===== config.mk =====
export PLATFORM = sky130hd
export DESIGN_NAME = motor_command_frame_builder_unit
export DESIGN_NICKNAME = d
export VERILOG_FILES = /design/src/mcfb_pkg.sv /design/src/motor_command_frame_builder_unit.sv /design/src/mcfb_frame_gen.sv
export SDC_FILE = /design/constraint.sdc
export NUM_CORES = 1
export LEC_CHECK = 0
export BUFFER_PORTS_ARGS = -buffer_cell sky130_fd_sc_hd__buf_2
export CAP_MARGIN = 10
export CORE_MARGIN = 5
export CORE_UTILIZATION = 59
export DETAILED_ROUTE_END_ITERATION = 12
export GPL_TIMING_DRIVEN = 0
export PLACE_DENSITY = 0.95
export SYNTH_ARGS = -nofsm -noshare
export SYNTH_HDL_FRONTEND = slang
export SYNTH_SLANG_ARGS = --single-unit

===== constraint.sdc =====
create_clock -name i_clk -period 7.69 [get_ports i_clk]
set_clock_uncertainty 0.05 [all_clocks]
set_input_delay 2.307 -clock i_clk [delete_from_list [all_inputs] [get_ports i_clk]]
set_output_delay 2.307 -clock i_clk [all_outputs]
set_load 0.05 [all_outputs]

===== src/mcfb_pkg.sv =====
// ----------------------------------------------------------------------------
// mcfb_pkg
// Shared types, frame constants and crc helper for the command frame builder.
// ----------------------------------------------------------------------------
package mcfb_pkg;

    localparam int FRAME_LEN = 9;
    localparam int POS_W     = 4;

    localparam logic [7:0]  HDR_BYTE  = 8'hFF;
    localparam logic [7:0]  LEN_BYTE  = 8'h07;
    localparam logic [15:0] CRC_INIT  = 16'hFFFF;
    localparam logic [15:0] CRC_POLY  = 16'hA001;

    localparam logic [7:0] FLAG_FWD   = 8'd81;
    localparam logic [7:0] FLAG_BWD   = 8'd1;
    localparam logic [7:0] FLAG_RIGHT = 8'd65;
    localparam logic [7:0] FLAG_LEFT  = 8'd17;

    typedef enum logic [2:0] {
        KIND_FWD   = 3'd0,
        KIND_BWD   = 3'd1,
        KIND_RIGHT = 3'd2,
        KIND_LEFT  = 3'd3,
        KIND_STOP  = 3'd4
    } t_kind;

    typedef enum logic [POS_W-1:0] {
        POS_HDR    = 4'd0,
        POS_LEN    = 4'd1,
        POS_LEFT_L = 4'd2,
        POS_LEFT_H = 4'd3,
        POS_RGHT_L = 4'd4,
        POS_RGHT_H = 4'd5,
        POS_FLAG   = 4'd6,
        POS_CRC_L  = 4'd7,
        POS_CRC_H  = 4'd8
    } t_pos;

    typedef struct packed {
        logic             valid;
        logic [7:0]       data;
        logic [POS_W-1:0] pos;
        logic             last;
    } t_byte;

    function automatic logic [7:0] flag_of_kind(input logic [2:0] kind);
        logic [7:0] flag;
        case (kind)
            KIND_FWD:   flag = FLAG_FWD;
            KIND_BWD:   flag = FLAG_BWD;
            KIND_RIGHT: flag = FLAG_RIGHT;
            KIND_LEFT:  flag = FLAG_LEFT;
            default:    flag = 8'd0;
        endcase
        return flag;
    endfunction

    // one byte of crc-16/modbus, lsb first
    function automatic logic [15:0] crc16_byte(input logic [15:0] crc_in,
                                               input logic [7:0]  data);
        logic [15:0] crc;
        crc = crc_in ^ {8'd0, data};
        for (int b = 0; b < 8; b++) begin
            if (crc[0]) begin
                crc = (crc >> 1) ^ CRC_POLY;
            end else begin
                crc = crc >> 1;
            end
        end
        return crc;
    endfunction

endpackage


===== src/motor_command_frame_builder_unit.sv =====
// ----------------------------------------------------------------------------
// motor_command_frame_builder_unit
// Turns one drive command into a nine-byte serial frame with crc-16/modbus.
// ----------------------------------------------------------------------------
// A request is taken when start is high and busy is low. Its frame leaves one
// byte per cycle on consecutive cycles, each marked by o_strobe. The header
// passes the sequencer register and then the output register, and o_last marks
// the ninth byte. The byte sequencer emits one byte per clock and folds the
// length, speed and flag bytes into the crc as they pass. One output register
// follows the sequencer. busy drops while the eighth byte is on the outputs,
// which lets the next frame follow with no gap. The receiver cannot stall:
// every strobed byte must be taken in that cycle. Stop requests and unused kind
// codes give the header and length bytes followed by seven zero bytes.
module motor_command_frame_builder_unit (
    input  logic                        i_clk,
    input  logic                        i_rst_n,
    input  logic                        start,
    output logic                        busy,
    input  logic [2:0]                  i_kind,
    input  logic signed [15:0]          i_left_speed,
    input  logic signed [15:0]          i_right_speed,
    output logic                        o_strobe,
    output logic [7:0]                  o_frame_byte,
    output logic [mcfb_pkg::POS_W-1:0]  o_byte_position,
    output logic                        o_last
);

    logic                         load;
    mcfb_pkg::t_byte              gen_byte;
    logic                         r_strobe;
    logic [7:0]                   r_data;
    logic [mcfb_pkg::POS_W-1:0]   r_position;
    logic                         r_last;

    assign load = start && !busy;

    mcfb_frame_gen u_gen (
        .i_clk         (i_clk),
        .i_rst_n       (i_rst_n),
        .i_load        (load),
        .i_kind        (i_kind),
        .i_left_speed  (i_left_speed),
        .i_right_speed (i_right_speed),
        .o_busy        (busy),
        .o_byte        (gen_byte)
    );

    always_ff @(posedge i_clk) begin
        if (!i_rst_n) begin
            r_strobe <= 1'b0;
        end else begin
            r_strobe <= gen_byte.valid;
        end
        r_data     <= gen_byte.data;
        r_position <= gen_byte.pos;
        r_last     <= gen_byte.last;
    end

    assign o_strobe        = r_strobe;
    assign o_frame_byte    = r_data;
    assign o_byte_position = r_position;
    assign o_last          = r_strobe && r_last;

endmodule


===== src/mcfb_frame_gen.sv =====
// ----------------------------------------------------------------------------
// mcfb_frame_gen
// Command register, byte position counter, running crc and byte select.
// ----------------------------------------------------------------------------
module mcfb_frame_gen (
    input  logic                      i_clk,
    input  logic                      i_rst_n,
    input  logic                      i_load,
    input  logic [2:0]                i_kind,
    input  logic [15:0]               i_left_speed,
    input  logic [15:0]               i_right_speed,
    output logic                      o_busy,
    output mcfb_pkg::t_byte           o_byte
);

    logic                         r_active, n_active;
    logic [mcfb_pkg::POS_W-1:0]   r_pos, n_pos;
    logic [2:0]                   r_kind, n_kind;
    logic [15:0]                  r_left, n_left;
    logic [15:0]                  r_right, n_right;
    logic [15:0]                  r_crc, n_crc;
    logic [7:0]                   cur_byte;
    logic                         motion;
    logic                         is_last;

    assign motion  = (r_kind < mcfb_pkg::KIND_STOP);
    assign is_last = (r_pos == mcfb_pkg::POS_CRC_H);

    always_comb begin
        cur_byte = 8'd0;
        case (r_pos)
            mcfb_pkg::POS_HDR:    cur_byte = mcfb_pkg::HDR_BYTE;
            mcfb_pkg::POS_LEN:    cur_byte = mcfb_pkg::LEN_BYTE;
            mcfb_pkg::POS_LEFT_L: cur_byte = motion ? r_left[7:0]   : 8'd0;
            mcfb_pkg::POS_LEFT_H: cur_byte = motion ? r_left[15:8]  : 8'd0;
            mcfb_pkg::POS_RGHT_L: cur_byte = motion ? r_right[7:0]  : 8'd0;
            mcfb_pkg::POS_RGHT_H: cur_byte = motion ? r_right[15:8] : 8'd0;
            mcfb_pkg::POS_FLAG:   cur_byte = motion ? mcfb_pkg::flag_of_kind(r_kind) : 8'd0;
            mcfb_pkg::POS_CRC_L:  cur_byte = motion ? r_crc[7:0]    : 8'd0;
            mcfb_pkg::POS_CRC_H:  cur_byte = motion ? r_crc[15:8]   : 8'd0;
            default:              cur_byte = 8'd0;
        endcase
    end

    always_comb begin
        n_active = r_active;
        n_pos    = r_pos;
        n_kind   = r_kind;
        n_left   = r_left;
        n_right  = r_right;
        n_crc    = r_crc;
        if (i_load) begin
            n_active = 1'b1;
            n_pos    = mcfb_pkg::POS_HDR;
            n_kind   = i_kind;
            n_left   = i_left_speed;
            n_right  = i_right_speed;
            n_crc    = mcfb_pkg::CRC_INIT;
        end else if (r_active) begin
            if (is_last) begin
                n_active = 1'b0;
            end else begin
                n_pos = r_pos + 1'b1;
            end
            if (r_pos >= mcfb_pkg::POS_LEN && r_pos <= mcfb_pkg::POS_FLAG) begin
                n_crc = mcfb_pkg::crc16_byte(r_crc, cur_byte);
            end
        end
    end

    always_ff @(posedge i_clk) begin
        if (!i_rst_n) begin
            r_active <= 1'b0;
            r_pos    <= mcfb_pkg::POS_HDR;
        end else begin
            r_active <= n_active;
            r_pos    <= n_pos;
        end
        r_kind  <= n_kind;
        r_left  <= n_left;
        r_right <= n_right;
        r_crc   <= n_crc;
    end

    assign o_busy       = r_active && !is_last;
    assign o_byte.valid = r_active;
    assign o_byte.data  = cur_byte;
    assign o_byte.pos   = r_pos;
    assign o_byte.last  = is_last;

endmodule


==> insert_results.sql, run 1 <==
INSERT INTO impl_metrics (metric_group, metric, value, unit) VALUES
('worst_setup_path', 'startpoint_type', 'flop', ''),
('clocking', 'tritoncts', 'yes', ''),
('detailed_routing', 'drt-total-wl', '6780', 'um'),
('clocking', 'h_tree_depth', '3', ''),
('timing', 'fin_crit', '4.76', 'ns'),
('synthesis', 'synth-warning-count', '0', ''),
('worst_setup_path', 'critPathMaxFanout', '10', ''),
('timing', 'max_slew.worst_pin.slew', '1.05', 'ns'),
('synthesis', 'postSynthAreaPerCell', '12.2', 'um2'),
('synthesis', 'asyncSetResetFlopFracSynth', '0', '%'),
('detailed_routing', 'met3RoutedLength', '665', 'um'),
('timing', 'rsz_0062_raised_after_global_routing', 'no', ''),
('die', 'num_rows', '25', ''),
('die', 'chipHeight', '81.1', 'um'),
('global_route', 'wire_length_of_the_first_global_routing_pass', '10400', 'um'),
('detailed_routing', 'met2_wirelength', '3220', 'um'),
('detailed_routing', 'detail_route.first_pass.iterations', '5', ''),
('outcome', 'status', 'completed', ''),
('detailed_routing', 'route.layer.met1.wl', '2550', 'um'),
('pwr', 'power.density_cell_area', '251', 'nW/um2'),
('detailed_routing', 'top_layer', 'met4', ''),
('die', 'core_region_area', '4820', 'um2'),
('synthesis', 'yosys.cell_types.count', '51', ''),
('placed_design', 'finalWeightedCongestion', '0.915', ''),
('detailed_routing', 'postRouteAntennaNets', '0', ''),
('detailed_routing', 'wire_per_inst', '17.8', 'um'),
('synthesis', 'ys_top_cells_by_area', 'sky130_fd_sc_hd__edfxtp_1, sky130_fd_sc_hd__dfxtp_1, sky130_fd_sc_hd__nand2_1, sky130_fd_sc_hd__xnor2_1, sky130_fd_sc_hd__a22oi_1', ''),
('timing', 'hold_viol', '0', ''),
('timing', 'setup_ws', '2.93', 'ns'),
('die', 'fp.dieArea', '6570', 'um2'),
('clocking', 'numCtsBuffers', '9', ''),
('synthesis', 'synthesized_nets', '287', ''),
('global_route', 'globalRouteTotalUtil', '21.9', '%'),
('synthesis', 'synth.largest_area_cell', 'sky130_fd_sc_hd__edfxtp_1', ''),
('clocking', 'root_buffer', 'sky130_fd_sc_hd__clkbuf_8', ''),
('clocking', 'cts_setup_buffers', '0', ''),
('finish', 'total_nets_final', '351', ''),
('worst_setup_path', 'critical_path.endpoint_type', 'primary output', ''),
('synthesis', 'synth.yosys.seq_area_share', '58.8', '%'),
('clocking', 'cts_max_path_buffers', '2', ''),
('finish', 'fillers', '333', ''),
('timing', 'timing.final.crit_share', '61.9', '%'),
('synthesis', 'number_of_cells_produced_by_synthesis', '245', ''),
('timing', 'final.hold.worst_slack', '0.319', 'ns'),
('placed_design', 'io_buffers', '52', ''),
('synthesis', 'synth_top_cell_area_share', '35.3', '%'),
('die', 'initial_standard_cell_utilization_of_the_core', '61.8', '%'),
('worst_setup_path', 'cp_data_arrival_time', '2.40', 'ns'),
('die', 'floorplan.io_pins', '53', ''),
('clocking', 'cts_repair_resize_count', '0', ''),
('die', 'die_x', '81.1', 'um'),
('global_route', 'global_route.overflow_total', '0', ''),
('worst_setup_path', 'crit_required', '5.33', 'ns'),
('global_route', 'grt_pass1_vias', '2177', ''),
('finish', 'layout-drive-gt1-share', '26.1', '%'),
('min_path', 'worst_hold_path_type', 'flop to flop', ''),
('worst_setup_path', 'timing_worst_setup_path_type', 'flop to primary output', ''),
('clocking', 'clock_sink_total', '70', ''),
('placed_design', 'detailedPlacementHpwl', '4670', 'um'),
('finish', 'layout-area-overhead-vs-synth', '18.5', '%'),
('clocking', 'clk_pin_slew', '0.06', 'ns'),
('synthesis', 'ys_seq_elements', '70', ''),
('timing', 'maxSlewHeadroom', '30.2', '%'),
('global_route', 'grt_max_degree', '36', ''),
('clocking', 'ctsHoldBuffers', '0', ''),
('timing', 'fmax', '0.210', 'GHz'),
('timing', 'setup_viol', '0', ''),
('synthesis', 'synth_enable_flop_cells', '35', ''),
('pwr', 'p_leak', '1.45', 'nW'),
('timing', 'slew_violations', '0', ''),
('global_route', 'antenna_found_initial', '0', '');
-- layout make-up --
type / instances / area [um2] / area share, %
timing repair buffer: 53 / 288 / 8.15
clock buffer: 10 / 128 / 3.61
clock inverter: 6 / 52.6 / 1.49
sequential: 70 / 1750 / 49.6
multi-input combinational: 152 / 1120 / 31.6
inverter: 8 / 30.0 / 0.850
buffer: 15 / 80.1 / 2.27
tap: 67 / 83.8 / 2.37
-- sequential cells by signal (all words and copies together) (netlist names) --
signal and cells:
u_gen.r_crc 16, u_gen.r_left 16, u_gen.r_right 16, o_frame_byte 8, o_byte_position 4, u_gen.r_pos 4
u_gen.r_kind 3, o_strobe 1, r_last 1, u_gen.r_active 1
-- cells in the final DEF (no fill, tap or decap), types with 5 or more instances in the layout --
master                      n
sky130_fd_sc_hd__nor2b_1    8
sky130_fd_sc_hd__nor2_1     9
sky130_fd_sc_hd__mux2i_1    5
sky130_fd_sc_hd__xor2_1     5
sky130_fd_sc_hd__nand3_1    6
sky130_fd_sc_hd__o211ai_1   9
sky130_fd_sc_hd__xnor2_1   10
sky130_fd_sc_hd__o21ai_0    5
sky130_fd_sc_hd__dfxtp_1   35
sky130_fd_sc_hd__inv_1      8
sky130_fd_sc_hd__edfxtp_1  35
sky130_fd_sc_hd__clkbuf_8   9
sky130_fd_sc_hd__buf_2     59
sky130_fd_sc_hd__clkbuf_1   7
sky130_fd_sc_hd__a22oi_1    9
sky130_fd_sc_hd__nand2_1   28
-- logic make-up (layout without fill, tap and decap cells) --
family / Yosys count / after routing / share of synthesized area (%)
AO/OA/AOI/OAI: 56 / 56 / 14.9
XOR/XNOR: 21 / 21 / 8.36
adder cells (fa/ha/maj): 4 / 4 / 1.68
buffers and inverters: 23 / 92 / 3.70
flip-flops: 70 / 70 / 58.8
multiplexers: 5 / 5 / 1.68
AND/OR/NAND/NOR: 66 / 66 / 10.9
-- final timing paths --
path / slack (ns) / depth (start not counted) / start / to
worst min-delay path: 0.32 / 0 / u_gen.r_pos[2]$_SDFFE_PP0P_ / o_byte_position[2]$_DFF_P_
worst min register to register: 0.32 / 0 / u_gen.r_pos[2]$_SDFFE_PP0P_ / o_byte_position[2]$_DFF_P_
worst max register to register: 4.41 / 11 / u_gen.r_pos[0]$_SDFFE_PP0P_ / u_gen.r_crc[15]$_SDFFE_PP1P_
worst max-delay path: 2.93 / 9 / u_gen.r_pos[0]$_SDFFE_PP0P_ / busy
-- worst max-delay path, cell delays in order (launching register included) --
cell and delay [ns]:
sky130_fd_sc_hd__dfxtp_1 0.49, sky130_fd_sc_hd__inv_1 0.11, sky130_fd_sc_hd__ha_1 0.21, sky130_fd_sc_hd__buf_2 0.18, sky130_fd_sc_hd__buf_2 0.20, sky130_fd_sc_hd__and2b_1 0.22
sky130_fd_sc_hd__nand2_1 0.10, sky130_fd_sc_hd__nand2_1 0.11, sky130_fd_sc_hd__inv_1 0.15, sky130_fd_sc_hd__buf_2 0.28
-- layer usage --
metal	up-vias	global-route usage, %
met1	1022	26.1
met2	161	35.2
met4	0	12.0
li1	1025	-
met3	40	6.76
met5	-	0
-- power by group --
part | switching, mW | internal [mW]
clock network | 0.129 | 0.146
logic | 0.0921 | 0.0787
registers | 0.0199 | 0.422
-- stage by stage --
stage / cell area (um2) / instances
after global placement: 3320 / 364
after CTS: 3500 / 380
after global routing: 3530 / 381
after detailed placement: 3320 / 364
final: 3530 / 381
after floorplan: 2980 / 245
Power figures use the tool's default switching activity.
==> inputs of run 2 (changes only) <==
--- a/config.mk
+++ b/config.mk
@@ -5,13 +5,14 @@
 export SDC_FILE = /design/constraint.sdc
 export NUM_CORES = 1
 export LEC_CHECK = 0
+export ABC_AREA = 1
 export BUFFER_PORTS_ARGS = -buffer_cell sky130_fd_sc_hd__buf_2
 export CAP_MARGIN = 10
 export CORE_MARGIN = 5
-export CORE_UTILIZATION = 59
+export CORE_UTILIZATION = 56
 export DETAILED_ROUTE_END_ITERATION = 12
 export GPL_TIMING_DRIVEN = 0
-export PLACE_DENSITY = 0.95
+export PLACE_DENSITY = 0.9
 export SYNTH_ARGS = -nofsm -noshare
 export SYNTH_HDL_FRONTEND = slang
 export SYNTH_SLANG_ARGS = --single-unit
==> constraint.sdc (replaced) <==
create_clock -name i_clk -period 4.61 [get_ports i_clk]
set_clock_uncertainty 0.05 [all_clocks]
set_input_delay 1.383 -clock i_clk [delete_from_list [all_inputs] [get_ports i_clk]]
set_output_delay 1.383 -clock i_clk [all_outputs]
set_load 0.05 [all_outputs]
==> run 2 against run 1 <==
  * Clock power increased by 81%
  * Critical endpoint unchanged
  * Final cell count is 43% higher
  * Power grew 66%
  * Worst setup slack worse by 2.0 ns
  * Die area rose by 15%
==> insert_results.sql, run 2 <==
INSERT INTO impl_metrics (metric_group, metric, value, unit) VALUES
('die', 'fp.dieArea', '7540', 'um2'),
('worst_setup_path', 'critical_path.top_delay_family', 'simple AND/OR/NAND/NOR gates', ''),
('clocking', 'numCtsBuffers', '9', ''),
('synthesis', 'yosys.cell_types.count', '26', ''),
('clocking', 'tritoncts', 'yes', ''),
('placed_design', 'io_buffers', '52', ''),
('clocking', 'cts_repair_resize_count', '0', ''),
('synthesis', 'number_of_cells_produced_by_synthesis', '400', ''),
('detailed_routing', 'wire_per_inst', '14.1', 'um'),
('placed_design', 'placed_cell_area', '3690', 'um2'),
('die', 'initial_standard_cell_utilization_of_the_core', '56.9', '%'),
('worst_setup_path', 'critical_path.endpoint_type', 'primary output', ''),
('worst_setup_path', 'startpoint_type', 'flop', ''),
('timing', 'setup_viol', '0', ''),
('worst_setup_path', 'r2r_cells', '20', ''),
('finish', 'finish.cell_count_without_fillers', '544', ''),
('placed_design', 'detailedPlacementHpwl', '5660', 'um'),
('synthesis', 'synth.yosys.seq_area_share', '53.0', '%'),
('synthesis', 'synthesized_nets', '442', ''),
('clocking', 'root_buffer', 'sky130_fd_sc_hd__clkbuf_8', ''),
('die', 'core_region_area', '5820', 'um2'),
('timing', 'timing.final.crit_share', '79.3', '%'),
('pwr', 'power_report.internal_total', '1.06', 'mW'),
('worst_setup_path', 'biggest_cell_delay_along_the_critical_path', '0.45', 'ns'),
('clocking', 'clk_pin_slew', '0.07', 'ns'),
('worst_setup_path', 'crit_required', '3.18', 'ns'),
('synthesis', 'yosys_most_used_dff', 'sky130_fd_sc_hd__edfxtp_1', ''),
('finish', 'layout.cell_area.non_filler', '3890', 'um2'),
('detailed_routing', 'drtIter0Drc', '265', ''),
('synthesis', 'asyncSetResetFlopFracSynth', '0', '%'),
('pwr', 'seq_power_share', '48.9', '%'),
('finish', 'fillers', '485', ''),
('placed_design', 'finalWeightedCongestion', '0.913', ''),
('worst_setup_path', 'worst-path-stages', '6', ''),
('job', 'cap_viol_max_count', '0', ''),
('timing', 'rsz_0062_raised_after_global_routing', 'no', ''),
('synthesis', 'synth_enable_flop_cells', '35', ''),
('synthesis', 'ys_top_cells_by_area', 'sky130_fd_sc_hd__edfxtp_1, sky130_fd_sc_hd__dfxtp_1, sky130_fd_sc_hd__nand2_1, sky130_fd_sc_hd__nand3_1, sky130_fd_sc_hd__nor2_1', ''),
('finish', 'area.sequential', '1750', 'um2'),
('global_route', 'global_route.overflow_total', '0', ''),
('synthesis', 'syn-cell-area', '3310', 'um2'),
('worst_setup_path', 'critPathBufInv', '2', ''),
('placed_design', 'placed_cells', '528', ''),
('clocking', 'cts_max_path_buffers', '2', ''),
('global_route', 'antenna_found_initial', '0', ''),
('pwr', 'pwr-share-comb', '17.3', '%'),
('pwr', 'pwr-share-clk', '33.7', '%'),
('pwr', 'p_leak', '1.75', 'nW'),
('finish', 'area_of_the_multi_input_gates', '1380', 'um2'),
('finish', 'layout-drive-gt1-share', '21.1', '%'),
('synthesis', 'synth-warning-count', '0', ''),
('detailed_routing', 'via_count', '2949', ''),
('global_route', 'grt_max_degree', '33', ''),
('clocking', 'later_pin_clock_latency_in_the_skew_report', '0.35', 'ns'),
('pwr', 'switching_share', '28.5', '%'),
('timing', 'hold_viol', '0', ''),
('clocking', 'ctsHoldBuffers', '0', ''),
('timing', 'final.hold.worst_slack', '0.377', 'ns'),
('synthesis', 'postSynthAreaPerCell', '8.27', 'um2'),
('worst_setup_path', 'cp_data_arrival_time', '2.22', 'ns'),
('finish', 'antenna_cells', '0', ''),
('die', 'chipHeight', '86.8', 'um'),
('finish', 'layout-area-overhead-vs-synth', '17.6', '%'),
('detailed_routing', 'drt-total-wl', '7670', 'um'),
('die', 'num_rows', '28', ''),
('min_path', 'whs_path_depth', '0', ''),
('timing', 'fin_crit', '3.66', 'ns'),
('pwr', 'irDropWorstVdd', '0.225', 'mV'),
('detailed_routing', 'vias_per_cell', '5.42', ''),
('worst_setup_path', 'timing_worst_setup_path_type', 'flop to primary output', ''),
('synthesis', 'synth.largest_area_cell', 'sky130_fd_sc_hd__edfxtp_1', ''),
('synthesis', 'ys_seq_elements', '70', ''),
('die', 'die_x', '86.8', 'um'),
('clocking', 'clock_sink_total', '70', ''),
('finish', 'total_nets_final', '506', ''),
('finish', 'layout.cells.most_common', 'sky130_fd_sc_hd__nand2_1', ''),
('finish', 'layout_top_registers', 'u_gen.r_crc: 16 flops, u_gen.r_left: 16 flops, u_gen.r_right: 16 flops', ''),
('timing', 'max_slew.worst_pin.slew', '0.558', 'ns'),
('worst_setup_path', 'critical-path-slowest-cell', 'sky130_fd_sc_hd__nor2_1', ''),
('timing', 'setup_ws', '0.954', 'ns'),
('global_route', 'grt_pass1_vias', '2834', ''),
('pwr', 'power.density_cell_area', '380', 'nW/um2'),
('detailed_routing', 'postRouteAntennaNets', '0', ''),
('clocking', 'cts_setup_buffers', '0', ''),
('synthesis', 'synth_top_cell_area_share', '31.8', '%'),
('die', 'floorplan.io_pins', '53', ''),
('clocking', 'h_tree_depth', '3', ''),
('timing', 'slew_violations', '0', ''),
('synthesis', 'synth_most_common_cell', 'sky130_fd_sc_hd__nand2_1', ''),
('pwr', 'switching_power', '0.422', 'mW'),
('outcome', 'status', 'completed', ''),
('detailed_routing', 'detail_route.first_pass.iterations', '5', ''),
('synthesis', 'synth_top_cells_by_count', 'sky130_fd_sc_hd__nand2_1, sky130_fd_sc_hd__nor2_1, sky130_fd_sc_hd__nand3_1, sky130_fd_sc_hd__dfxtp_1, sky130_fd_sc_hd__edfxtp_1', ''),
('worst_setup_path', 'crit_path_cell_trace', 'inv_1 -> ha_1 -> nand2_1 -> nor2_4 -> nor2_1 -> buf_2', ''),
('global_route', 'wire_length_of_the_first_global_routing_pass', '12900', 'um'),
('timing', 'final.setup.tns', '0', 'ns'),
('global_route', 'globalRouteTotalUtil', '22.1', '%'),
('timing', 'fmax', '0.274', 'GHz'),
('min_path', 'worst_hold_path_type', 'flop to flop', ''),
('timing', 'maxSlewHeadroom', '62.8', '%'),
('detailed_routing', 'remaining_drc_errors', '0', ''),
('placed_design', 'post-place-ws', '1.32', 'ns'),
('worst_setup_path', 'critPathMaxFanout', '10', ''),
('finish', 'layout_common_cells', 'sky130_fd_sc_hd__nand2_1, sky130_fd_sc_hd__buf_2, sky130_fd_sc_hd__nor2_1', '');
-- run 2: kinds of logic after synthesis --
| logic type | share of synthesized area [%] |
|---|---|
| and+or+nand+nor | 32.5 |
| buffers and inverters | 5.56 |
| DFF | 53.0 |
| AOI/OAI and AO/OA | 6.89 |
| xor gates and xnor gates | 0.530 |
| adders and majority gates | 1.51 |
-- run 2: routing by layer --
layer | global-route usage [%] | part of all wire, %
met4 | 10.8 | 3.3
met2 | 37.3 | 48
met5 | 0 | 0
met1 | 25.6 | 40
met3 | 6.37 | 8.5
-- run 2: final timing paths --
path	startpoint	end	slack [ns]
worst max-delay path	u_gen.r_pos[1]$_SDFFE_PP0P_	busy	0.95
worst min-delay path	u_gen.r_pos[0]$_SDFFE_PP0P_	o_byte_position[0]$_DFF_P_	0.38
worst max register to register	u_gen.r_pos[1]$_SDFFE_PP0P_	u_gen.r_crc[0]$_SDFFE_PP1P_	1.88
worst min register to register	u_gen.r_pos[0]$_SDFFE_PP0P_	o_byte_position[0]$_DFF_P_	0.38
-- run 2: worst reg2reg max path, delay by kind of cell, from the launching register on --
family / cells / cell delay (ns)
simple gates: 17 / 1.74
flops: 1 / 0.43
buf+inv: 2 / 0.28
fa+ha+maj: 1 / 0.18
-- run 2: metrics by stage --
| step | total power, mW | util [%] |
|---|---|---|
| floorplan | 0.916 | - |
| global placement | 0.974 | 63.0 |
| detailed placement | 0.989 | 63.4 |
| CTS | 1.48 | 66.9 |
| global route | 1.55 | 66.9 |
| finish | 1.48 | 66.9 |
-- run 2: power by group through the flow --
stage	registers (mW)	logic, mW	clock network [mW]
5_1_grt	0.728	0.288	0.532
3_3_place_gp	0.736	0.238	0
4_1_cts	0.723	0.254	0.502
6_report	0.723	0.256	0.498
3_5_place_dp	0.737	0.252	0
2_1_floorplan	0.757	0.159	0
-- run 2: cell type report --
type	count	area share [%]
buffer	12	1.35
clock buffer	12	3.99
clock inverter	4	1.16
inverter	35	3.38
multi-input combinational	283	35.5
sequential	70	45.0
tap	75	2.41
timing repair buffer	53	7.21
==> inputs of run 3 (changes only) <==
--- a/config.mk
+++ b/config.mk
@@ -9,10 +9,10 @@
 export BUFFER_PORTS_ARGS = -buffer_cell sky130_fd_sc_hd__buf_2
 export CAP_MARGIN = 10
 export CORE_MARGIN = 5
-export CORE_UTILIZATION = 56
+export CORE_UTILIZATION = 51
 export DETAILED_ROUTE_END_ITERATION = 12
 export GPL_TIMING_DRIVEN = 0
-export PLACE_DENSITY = 0.9
+export PLACE_DENSITY = 0.87
 export SYNTH_ARGS = -nofsm -noshare
 export SYNTH_HDL_FRONTEND = slang
 export SYNTH_SLANG_ARGS = --single-unit
==> constraint.sdc (replaced) <==
create_clock -name i_clk -period 3.15 [get_ports i_clk]
set_clock_uncertainty 0.05 [all_clocks]
set_input_delay 0.945 -clock i_clk [delete_from_list [all_inputs] [get_ports i_clk]]
set_output_delay 0.945 -clock i_clk [all_outputs]
set_load 0.05 [all_outputs]
==> run 3 against run 2 <==
  * Core utilization decreased by 5.1 points
  * Power increased by 46%
  * First-iteration DRC count rose by 23%
  * Sequential cell count unchanged
  * Sequential power increased by 47%
  * Largest cell class unchanged
  * Count of clock-buffer cells in the layout stayed put
  * Via count rose by 1.3%
==> insert_results.sql, run 3 (same netlist as run 2, synthesis figures left out) <==
INSERT INTO impl_metrics (metric_group, metric, value, unit) VALUES
('finish', 'layout-area-overhead-vs-synth', '17.9', '%'),
('placed_design', 'detailedPlacementHpwl', '5760', 'um'),
('placed_design', 'finalWeightedCongestion', '0.895', ''),
('clocking', 'clock_sink_total', '70', ''),
('clocking', 'tritoncts', 'yes', ''),
('global_route', 'globalRouteTotalUtil', '19.5', '%'),
('die', 'floorplan.io_pins', '53', ''),
('min_path', 'worst_hold_path_type', 'flop to flop', ''),
('detailed_routing', 'wire_per_inst', '14.2', 'um'),
('detailed_routing', 'vias_per_cell', '5.47', ''),
('detailed_routing', 'remaining_drc_errors', '0', ''),
('pwr', 'irDropWorstVdd', '0.354', 'mV'),
('timing', 'setup_viol', '0', ''),
('worst_setup_path', 'critPathMaxFanout', '10', ''),
('clocking', 'cts_max_path_buffers', '2', ''),
('die', 'chipHeight', '90.5', 'um'),
('global_route', 'global_route.overflow_total', '0', ''),
('finish', 'layout-drive-gt1-share', '21.1', '%'),
('finish', 'layout_common_cells', 'sky130_fd_sc_hd__nand2_1, sky130_fd_sc_hd__buf_2, sky130_fd_sc_hd__nor2_1', ''),
('global_route', 'grt_max_degree', '35', ''),
('timing', 'fin_crit', '2.97', 'ns'),
('detailed_routing', 'postRouteAntennaNets', '0', ''),
('die', 'core_region_area', '6310', 'um2'),
('timing', 'max_slew.worst_pin.slew', '0.600', 'ns'),
('worst_setup_path', 'crit_path_cell_trace', 'inv_1 -> ha_1 -> nand2_1 -> nor2_4 -> nor2_4 -> buf_2', ''),
('global_route', 'grt_pass1_vias', '2862', ''),
('clocking', 'h_tree_depth', '3', ''),
('job', 'cap_viol_max_count', '0', ''),
('worst_setup_path', 'timing_worst_setup_path_type', 'flop to primary output', ''),
('pwr', 'p_leak', '1.75', 'nW'),
('placed_design', 'io_buffers', '52', ''),
('outcome', 'status', 'completed', ''),
('worst_setup_path', 'startpoint_type', 'flop', ''),
('detailed_routing', 'drt-total-wl', '7780', 'um'),
('finish', 'total_nets_final', '506', ''),
('finish', 'antenna_cells', '0', ''),
('die', 'initial_standard_cell_utilization_of_the_core', '52.4', '%'),
('worst_setup_path', 'crit_required', '2.15', 'ns'),
('timing', 'fmax', '0.337', 'GHz'),
('detailed_routing', 'detail_route.first_pass.iterations', '5', ''),
('die', 'num_rows', '29', ''),
('timing', 'rsz_0062_raised_after_global_routing', 'no', ''),
('worst_setup_path', 'timing.reg2reg.setup_slack', '0.46', 'ns'),
('global_route', 'antenna_found_initial', '0', ''),
('detailed_routing', 'drtIter0Drc', '325', ''),
('timing', 'final.hold.worst_slack', '0.382', 'ns'),
('die', 'fp.dieArea', '8190', 'um2'),
('detailed_routing', 'via_count', '2988', ''),
('worst_setup_path', 'biggest_cell_delay_along_the_critical_path', '0.44', 'ns'),
('worst_setup_path', 'path_common_cell', 'sky130_fd_sc_hd__nor2_4', ''),
('worst_setup_path', 'critical-path-slowest-cell', 'sky130_fd_sc_hd__dfxtp_1', ''),
('die', 'die_x', '90.5', 'um'),
('finish', 'layout.cell_area.non_filler', '3900', 'um2'),
('timing', 'slew_violations', '0', ''),
('placed_design', 'placed_cell_area', '3690', 'um2'),
('timing', 'hold_viol', '0', ''),
('clocking', 'later_pin_clock_latency_in_the_skew_report', '0.35', 'ns'),
('clocking', 'clk_pin_slew', '0.07', 'ns'),
('worst_setup_path', 'cp_data_arrival_time', '1.97', 'ns'),
('global_route', 'wire_length_of_the_first_global_routing_pass', '13000', 'um'),
('timing', 'maxSlewHeadroom', '60.0', '%'),
('finish', 'layout_top_registers', 'u_gen.r_crc: 16 flops, u_gen.r_left: 16 flops, u_gen.r_right: 16 flops', ''),
('clocking', 'numCtsBuffers', '9', ''),
('finish', 'layout.cells.most_common', 'sky130_fd_sc_hd__nand2_1', ''),
('pwr', 'power.density_cell_area', '553', 'nW/um2'),
('timing', 'timing.final.crit_share', '94.1', '%'),
('worst_setup_path', 'critical_path.endpoint_type', 'primary output', ''),
('clocking', 'root_buffer', 'sky130_fd_sc_hd__clkbuf_8', '');
## run 3: cell count changes in the layout (fill, tap and decap cells not counted)
cell	delta
sky130_fd_sc_hd__clkinv_2	-2
sky130_fd_sc_hd__clkinv_1	+1
sky130_fd_sc_hd__clkinvlp_4	+1
sky130_fd_sc_hd__nor2_1	-1
sky130_fd_sc_hd__nor2_4	+1
## run 3: metal layers
layer | vias to the layer above | share of wire [%] | global-route usage (%)
met5 | - | 0 | 0
met2 | 143 | 49 | 32.9
met4 | 0 | 2.9 | 9.93
met3 | 23 | 8.3 | 4.25
li1 | 1475 | - | -
met1 | 1347 | 40 | 23.3
## run 3: report_power, final
part           switching [mW]  internal [mW]
Sequential             0.0343           1.03
Clock                   0.322          0.405
Combinational           0.255          0.117
Total                   0.612           1.55
## run 3: path summary, 6_finish.rpt
| path | depth (start not counted) | end | startpoint |
|---|---|---|---|
| worst max register to register | 20 | u_gen.r_crc[0]$_SDFFE_PP1P_ | u_gen.r_pos[0]$_SDFFE_PP0P_ |
| worst max-delay path | 6 | busy | u_gen.r_pos[0]$_SDFFE_PP0P_ |
| worst min register to register | 0 | o_byte_position[1]$_DFF_P_ | u_gen.r_pos[1]$_SDFFE_PP0P_ |
| worst min-delay path | 0 | o_byte_position[1]$_DFF_P_ | u_gen.r_pos[1]$_SDFFE_PP0P_ |
## run 3: cell type report
type,count,area [um2]
well taps,77,96.3
plain buffers,12,52.6
multi-input cells,283,1390
clock buffers,12,155
inverters,35,131
flip-flops and latches,70,1750
clock inverters,4,46.3
repair buffers,53,280
fillers,537,2410
## run 3: timing repair
action | CTS | global route
hold endpoints to repair | 0 | 0
endpoints found under the setup margin | 1 | 1
pin swaps | 0 | 0
hold buffers | 0 | 0
resized for setup | 1 | 1
buffers inserted | 0 | 0
## run 3: stage by stage
step | total power, mW | util, % | worst slack [ns] | std cells | TNS (ns)
detailed placement | 1.44 | 58.5 | 0.291 | 530 | 0
floorplan | 1.34 | - | 0.0478 | 400 | 0
global placement | 1.42 | 58.1 | -0.407 | 529 | -6.42
CTS | 2.16 | 61.7 | 0.0726 | 546 | 0
finish | 2.16 | 61.8 | 0.185 | 546 | 0
global route | 2.26 | 61.8 | 0.0887 | 546 | 0
## run 3: critical path, delay by kind of cell, from the launching register on
| kind | cells | cell delay (ns) |
|---|---|---|
| buf+inv | 2 | 0.43 |
| fa+ha+maj | 1 | 0.29 |
| simple gates | 3 | 0.46 |
| flops | 1 | 0.44 |
